<file path="config.mk">
export PLATFORM = sky130hd
export DESIGN_NAME = tsf_accum
export DESIGN_NICKNAME = d
export VERILOG_FILES = /design/src/design/tsf_pkg.sv /design/src/design/tsf_accum.sv
export SDC_FILE = /design/constraint.sdc
export NUM_CORES = 1
export LEC_CHECK = 0
export BUFFER_PORTS_ARGS = -buffer_cell sky130_fd_sc_hd__buf_2
export CAP_MARGIN = 40
export CORE_MARGIN = 5
export CORE_UTILIZATION = 55
export CTS_CLUSTER_DIAMETER = 120
export DETAILED_ROUTE_END_ITERATION = 8
export GPL_ROUTABILITY_DRIVEN = 0
export PLACE_DENSITY_LB_ADDON = 0.2
export SYNTH_ARGS = -nofsm -noshare
export SYNTH_HDL_FRONTEND = slang
export SYNTH_SLANG_ARGS = --single-unit
export TNS_END_PERCENT = 20
</file>
<file path="constraint.sdc">
create_clock -name clk -period 12.7 [get_ports clk]
set_input_delay 0 -clock clk [delete_from_list [all_inputs] [get_ports clk]]
set_output_delay 0 -clock clk [all_outputs]
set_load 0.005 [all_outputs]
</file>
<file path="src/design/tsf_pkg.sv">
// Package for the trapezoidal shaping filter: register widths, register
// indexes, tap numbering and the stage control struct.
// No dependencies.
`default_nettype none

package tsf_pkg;

  localparam int RISE_W     = 10;
  localparam int TOP_W      = 11;
  localparam int GAIN_W     = 16;
  localparam int SUM_W      = 12;  // rise plus top delay
  localparam int SHAPED_W   = 64;
  localparam int CFG_IDX_W  = 2;
  localparam int CFG_DATA_W = 16;

  localparam logic [RISE_W-1:0] RISE_RESET = RISE_W'(16);
  localparam logic [TOP_W-1:0]  TOP_RESET  = TOP_W'(32);
  localparam logic [GAIN_W-1:0] GAIN_RESET = '0;

  localparam int NUM_TAPS = 3;
  localparam int TAP_K    = 0;
  localparam int TAP_L    = 1;
  localparam int TAP_KL   = 2;

  typedef enum logic [CFG_IDX_W-1:0] {
    REG_RISE_LENGTH = 2'd0,
    REG_TOP_DELAY   = 2'd1,
    REG_POLE_GAIN   = 2'd2
  } cfg_reg_t;

  // Per-tap selection for the sample that sits in the first stage.
  typedef struct packed {
    logic                valid;
    logic                first;
    logic [NUM_TAPS-1:0] zero;  // delay of zero: the tap is the current sample
    logic [NUM_TAPS-1:0] hit;   // tap lies inside the trace and the delay line
  } tap_ctl_t;

endpackage

`default_nettype wire

</file>
<file path="src/design/tsf_accum.sv">
// Difference, accumulator and pole-zero stages of the shaper, ending in the
// output register. Uses tsf_pkg.
`default_nettype none

module tsf_accum import tsf_pkg::*; #(
  parameter int SAMPLE_BITS = 14
) (
  input  wire logic                                 clk,
  input  wire logic                                 rst,
  input  wire logic                                 adv,
  input  wire logic [SAMPLE_BITS-1:0]               cur,
  input  wire logic [NUM_TAPS-1:0][SAMPLE_BITS-1:0] tap_data,
  input  tap_ctl_t                                  ctl,
  input  wire logic [GAIN_W-1:0]                    pole_gain,
  output logic                                      out_valid,
  output logic signed [SHAPED_W-1:0]                shaped
);

  localparam int DW = SAMPLE_BITS + 2;
  localparam int PW = GAIN_W + 1 + DW;

  logic [NUM_TAPS-1:0][SAMPLE_BITS-1:0] tv;
  logic signed [DW-1:0] d_next;

  logic                  valid2;
  logic                  first2;
  logic signed [DW-1:0]  d2;

  logic                  valid3;
  logic                  first3;
  logic signed [PW-1:0]  prod3;
  logic signed [PW-1:0]  prod_next;

  logic [SHAPED_W-1:0]   p;
  logic [SHAPED_W-1:0]   p_next;
  logic [SHAPED_W-1:0]   s_next;

  always_comb begin
    for (int i = 0; i < NUM_TAPS; i++) begin
      if (ctl.zero[i]) begin
        tv[i] = cur;
      end else if (ctl.hit[i]) begin
        tv[i] = tap_data[i];
      end else begin
        tv[i] = '0;
      end
    end
    d_next = $signed({2'b00, cur}) - $signed({2'b00, tv[TAP_K]})
           - $signed({2'b00, tv[TAP_L]}) + $signed({2'b00, tv[TAP_KL]});
  end

  assign prod_next = $signed({{(PW-GAIN_W){1'b0}}, pole_gain})
                   * $signed({{(PW-DW){d2[DW-1]}}, d2});
  assign p_next = (first2 ? '0 : p) + {{(SHAPED_W-DW){d2[DW-1]}}, d2};
  assign s_next = (first3 ? '0 : shaped) + p + {{(SHAPED_W-PW){prod3[PW-1]}}, prod3};

  always_ff @(posedge clk) begin
    if (rst) begin
      valid2    <= 1'b0;
      valid3    <= 1'b0;
      out_valid <= 1'b0;
      p         <= '0;
      shaped    <= '0;
    end else if (adv) begin
      valid2    <= ctl.valid;
      valid3    <= valid2;
      out_valid <= valid3;
      if (valid2) begin
        p <= p_next;
      end
      if (valid3) begin
        shaped <= s_next;
      end
    end
  end

  always_ff @(posedge clk) begin
    if (adv) begin
      first2 <= ctl.first;
      d2     <= d_next;
      first3 <= first2;
      prod3  <= prod_next;
    end
  end

endmodule

`default_nettype wire

</file>
# --- Word level (Yosys, flattened, before mapping) ---
# Index checks and enable logic that the tools add are counted.
word_totals:
  register_bits: 182
  input_bits: 83
  output_inout_bits: 65
  word_cells: 26
classes:
  addsub: 6
  mul: 1
  mux: 8
  n_reduce_logical: 2
op_table:
  columns: ["cell", "n"]
  rows:
  - ["$add 64x64->64", 3]
  - ["$mux 64", 2]
  - ["$mux 14", 6]
  - ["$mul 17x16->33", 1]
  - ["$add 16x15->16", 1]
  - ["$sub 15x15->16", 1]
  - ["$sub 14x14->15", 1]
  - ["$reduce_and 2->1", 2]

# --- Depth between registers and ports, before layout ---
depth:
  word_depth: 5
  mapped_depth: 26
  mapped_depth_nobuf: 25

# --- Worst setup path after synthesis ---
# No wires, ideal clock.
synth_timing:
  kind: "reg-to-reg"
  from: "register d2[15]"
  to: "register prod3[32], data pin"
  setup_ns: 0.260
  t_arrival_ns: 6.862
  required_time_ns: 12.440
  setup_slack_ns: 5.578
  path_stages_with_launch: 23
  path_buffers: 1
  period_less_slack_ns: 7.122
  path_cell_list: "edfxtp_1 inv_1 clkbuf_1 nor2_1 fa_1 fa_1 fa_1 fa_1 fa_1 inv_1 fa_1 inv_1 ha_1 a21o_1 a21o_1 a21o_1 a21oi_1 nor3b_1 a221oi_1 o22a_1 a211o_1 a21oi_1 xnor2_1"
synth_via:
  elab_chain_cells: 1
synth_rtl:
  columns: ["item", "line_no", "rtl"]
  rows:
  - ["start: declaration", "tsf_accum.sv:27", "logic signed [DW-1:0] d2;"]
  - ["start signal: assignment", "tsf_accum.sv:80", "d2 <= d_next;"]
  - ["$mul 17x16->33", "tsf_accum.sv:53", "* $signed({{(PW-DW){d2[DW-1]}}, d2});"]
  - ["net prod_next[32]", "tsf_accum.sv:32", "logic signed [PW-1:0] prod_next;"]
  - ["end signal: assignment", "tsf_accum.sv:82", "prod3 <= prod_next;"]
  - ["end: declaration", "tsf_accum.sv:31", "logic signed [PW-1:0] prod3;"]
# The timed path passes the listed nets, and every way through them passes these cells.
# A chain may end at the register's enable or synchronous reset.

# --- Final worst setup path ---
# Ends and elaborated chain as after synthesis.

==> results.md <==
- Iter 0 DRT Violations: approximately 1300
- Leading area contributor after synthesis: fa_1
- Worst-Skew Late Latency: 0.50 ns
- Max-cap violations: 0
- Remaining Overflow, GRT: 0
- WL/cell: about 18 µm
- Final slew viol count: 0
- Layout Skew: around 0.018 ns
- Ys flop type: dfxtp_1
- TritonCTS clock tree: yes
- EDFF count, synth: 51
- Post-synthesis sequential area ratio: approximately 16%
- Status: finished clean
- Setup CP Type: reg -> reg
- Final Cycle Share: 55.2%
- Mapped cell area: ~0.026 mm²
- Post-synth cell types: 90
- Core Area: between 0.04 and 0.05 mm²
- Syn nets: roughly 3800
- Pre-antenna DRT Iters: 7
- Slew @ Worst Pin: between 0.9 and 1 ns
- Num CTS Buffers: 17
- Post-Layout Inst Area: ~0.028 mm²
- Fin Hold WS: slightly above 0.04 ns
- Relative slew slack: 36.4%
- CTS Root Cell: clkbuf_16
- Ys Warns: 0
- Met3 Use GR: under 10%
- Vias after detailed routing: ~22000
- Ratio of cells with drive above 1 in the final layout: 7.46%
- Vias in the first global route: ~23000
- Global-route wire length before repair: 113000 µm
- Die area: around 0.052 mm²
- Clock transition at path regs: 0.07 ns
- Placed instance area: 0.0273 mm²
- RSZ-0062 raised after global routing: false
- Initial antenna violation count: 0
- Flop and latch count out of synthesis: 182
- Crit path required time: 12.93 ns
- Post-DRT Antenna Nets: 0
- IO buf count: ~150
- Main area contributors after synthesis: fa_1 (21%), ha_1 (13%), dfxtp_1 (10%), nand2_1 (6.1%), edfxtp_1 (5.9%)
- Startpoint Class: flip-flop
- Setup Viol. Count Final: 0
- Critical Path Sink Type: flip-flop
- Die height: ~230 µm
- HP Class: in -> reg
- Most frequent cells in the layout: nand2_1 (422), inv_1 (332), ha_1 (277)
- Clock Tree Buf Depth: 2
- Die width: 228 µm
- Gr busiest metal: met2
- Largest net degree at the start of global routing: 67
- CTS sink count: between 150 and 200
- Synth async-reset ratio: 0%
- Fin crit period: between 7 and 8 ns
- Final nets: about 3800
- WP data arrival: between 7 and 8 ns
- Yosys top cell area share: approximately a fifth
- Fillers: 4283
- F_max: roughly 140 MHz
- Core Rows: 80
- Post-DP HPWL: 54100 µm
- Remaining DRCs: 0
- Drt via density: ~5.9
- N_diodes: 0
- Fin Setup TNS: 0 ns
- GR Util met2: between 40% and 50%
- Global-route met1 utilization: 31.6%
- Most common cell after layout, fill and taps aside: nand2_1
- Synthesized instance count: roughly 3100
- Final hold violation count: 0
- Routed wire length: 68400 µm
- Global Route Usage Sum: about a quarter
- Layout area overhead: 6.52%
- H-tree level count: 4
- Initial Util: roughly 55%
- Max FO, Critical Path: 58
- Io pins: around 150
- Avg Cell Area, Syn: 8.36 µm²
-- final cells by class --
cell class | instances | area [µm²] | area share (%)
clock inverter | 11 | 68.8 | 0.247
clock buffer | 21 | 493 | 1.77
timing repair buffer | 164 | 893 | 3.21
sequential | 182 | 4150 | 14.9
multi-input combinational | 2481 | 20200 | 72.6
inverter | 332 | 1250 | 4.47
tap | 615 | 769 | 2.76
-- critical path, stage by stage (launching register included) --
cell and delay [ns]:
edfxtp_1 0.32, buf_4 0.57, inv_1 0.47, nor2_1 0.23
fa_1 0.45, fa_1 0.52, fa_1 0.44, fa_1 0.40
fa_1 0.51, inv_1 0.05, fa_1 0.47, inv_1 0.04
ha_1 0.35, a21o_1 0.20, a21o_1 0.17, a21o_1 0.17
a21oi_1 0.17, nor3b_1 0.27, a221oi_1 0.13, o22a_1 0.22
a211o_1 0.26, a21oi_1 0.17, xnor2_1 0.08
-- flip-flops by register name, summed over array words and instances, names as in the netlist --
signal	flops
p	64
shaped	64
prod3	33
d2	16
first2	1
first3	1
out_valid	1
valid2	1
valid3	1
-- path summary, 6_finish.rpt --
check	to	start	cells after the start	slack [ns]
hold / removal	d2[0]$_DFFE_PP_	cur[0]	4	0.04
hold reg to reg	shaped[42]$_SDFFE_PP0P_	shaped[42]$_SDFFE_PP0P_	2	0.46
setup / recovery	prod3[32]$_DFFE_PP_	d2[15]$_DFFE_PP_	22	5.69
setup reg to reg	prod3[32]$_DFFE_PP_	d2[15]$_DFFE_PP_	22	5.69
-- metal layers --
| metal | vias to the layer above | share of wire, % |
|---|---|---|
| met2 | 757 | 49 |
| met3 | 178 | 6.0 |
| met5 | - | 0 |
| met1 | 10773 | 41 |
| met4 | 0 | 3.9 |
| li1 | 10614 | - |
-- what timing repair did --
action                    4_1_cts  5_1_grt
buffers inserted                0        0
hold buffers                    3        0
hold endpoints to repair       28        0
resized for setup               0        0
-- logic make-up (layout without fill, tap and decap cells) --
family	Yosys count	after routing	synth area share [%]
buffers and inverters	468	528	6.77
XOR/XNOR	159	159	5.32
AND/OR/NAND/NOR	1042	1042	19.5
multiplexers	5	5	0.191
adder cells (fa/ha/maj)	551	551	34.2
AO/OA/AOI/OAI	724	724	18.1
flip-flops	182	182	15.9
-- Yosys cell counts, types with 7 or more instances --
cell / count
a21o_1: 96
or3_1: 11
xor2_1: 54
o21ai_0: 95
o21a_1: 24
a21oi_1: 263
a221o_1: 9
o21bai_1: 27
xnor2_1: 105
o21ai_1: 16
a21boi_0: 7
dfxtp_1: 131
a22o_1: 13
nand3b_1: 8
a31oi_1: 20
nand2b_1: 37
nor3_1: 36
nand2_1: 424
nor2_1: 134
o31ai_1: 8
buf_2: 12
nor2b_1: 151
clkbuf_1: 115
buf_1: 9
a22oi_1: 30
and3_1: 20
ha_1: 277
nand3_1: 27
edfxtp_1: 51
inv_1: 332
and2_1: 132
a211oi_1: 22
nand4_1: 34
fa_1: 274
o211ai_1: 14
-- metrics by stage --
stage / utilization, % / cells / worst slack (ns)
3_3_place_gp: 57.4 / 3768 / 5.80
6_report: 58.7 / 3806 / 5.69
4_1_cts: 58.7 / 3806 / 5.66
2_1_floorplan: - / 3131 / 5.58
3_5_place_dp: 57.5 / 3771 / 5.68
5_1_grt: 58.7 / 3806 / 5.20
Power is left out: the tool's default activity adds up to more than one toggle a clock period on the data nets, which glitch-free logic cannot reach.
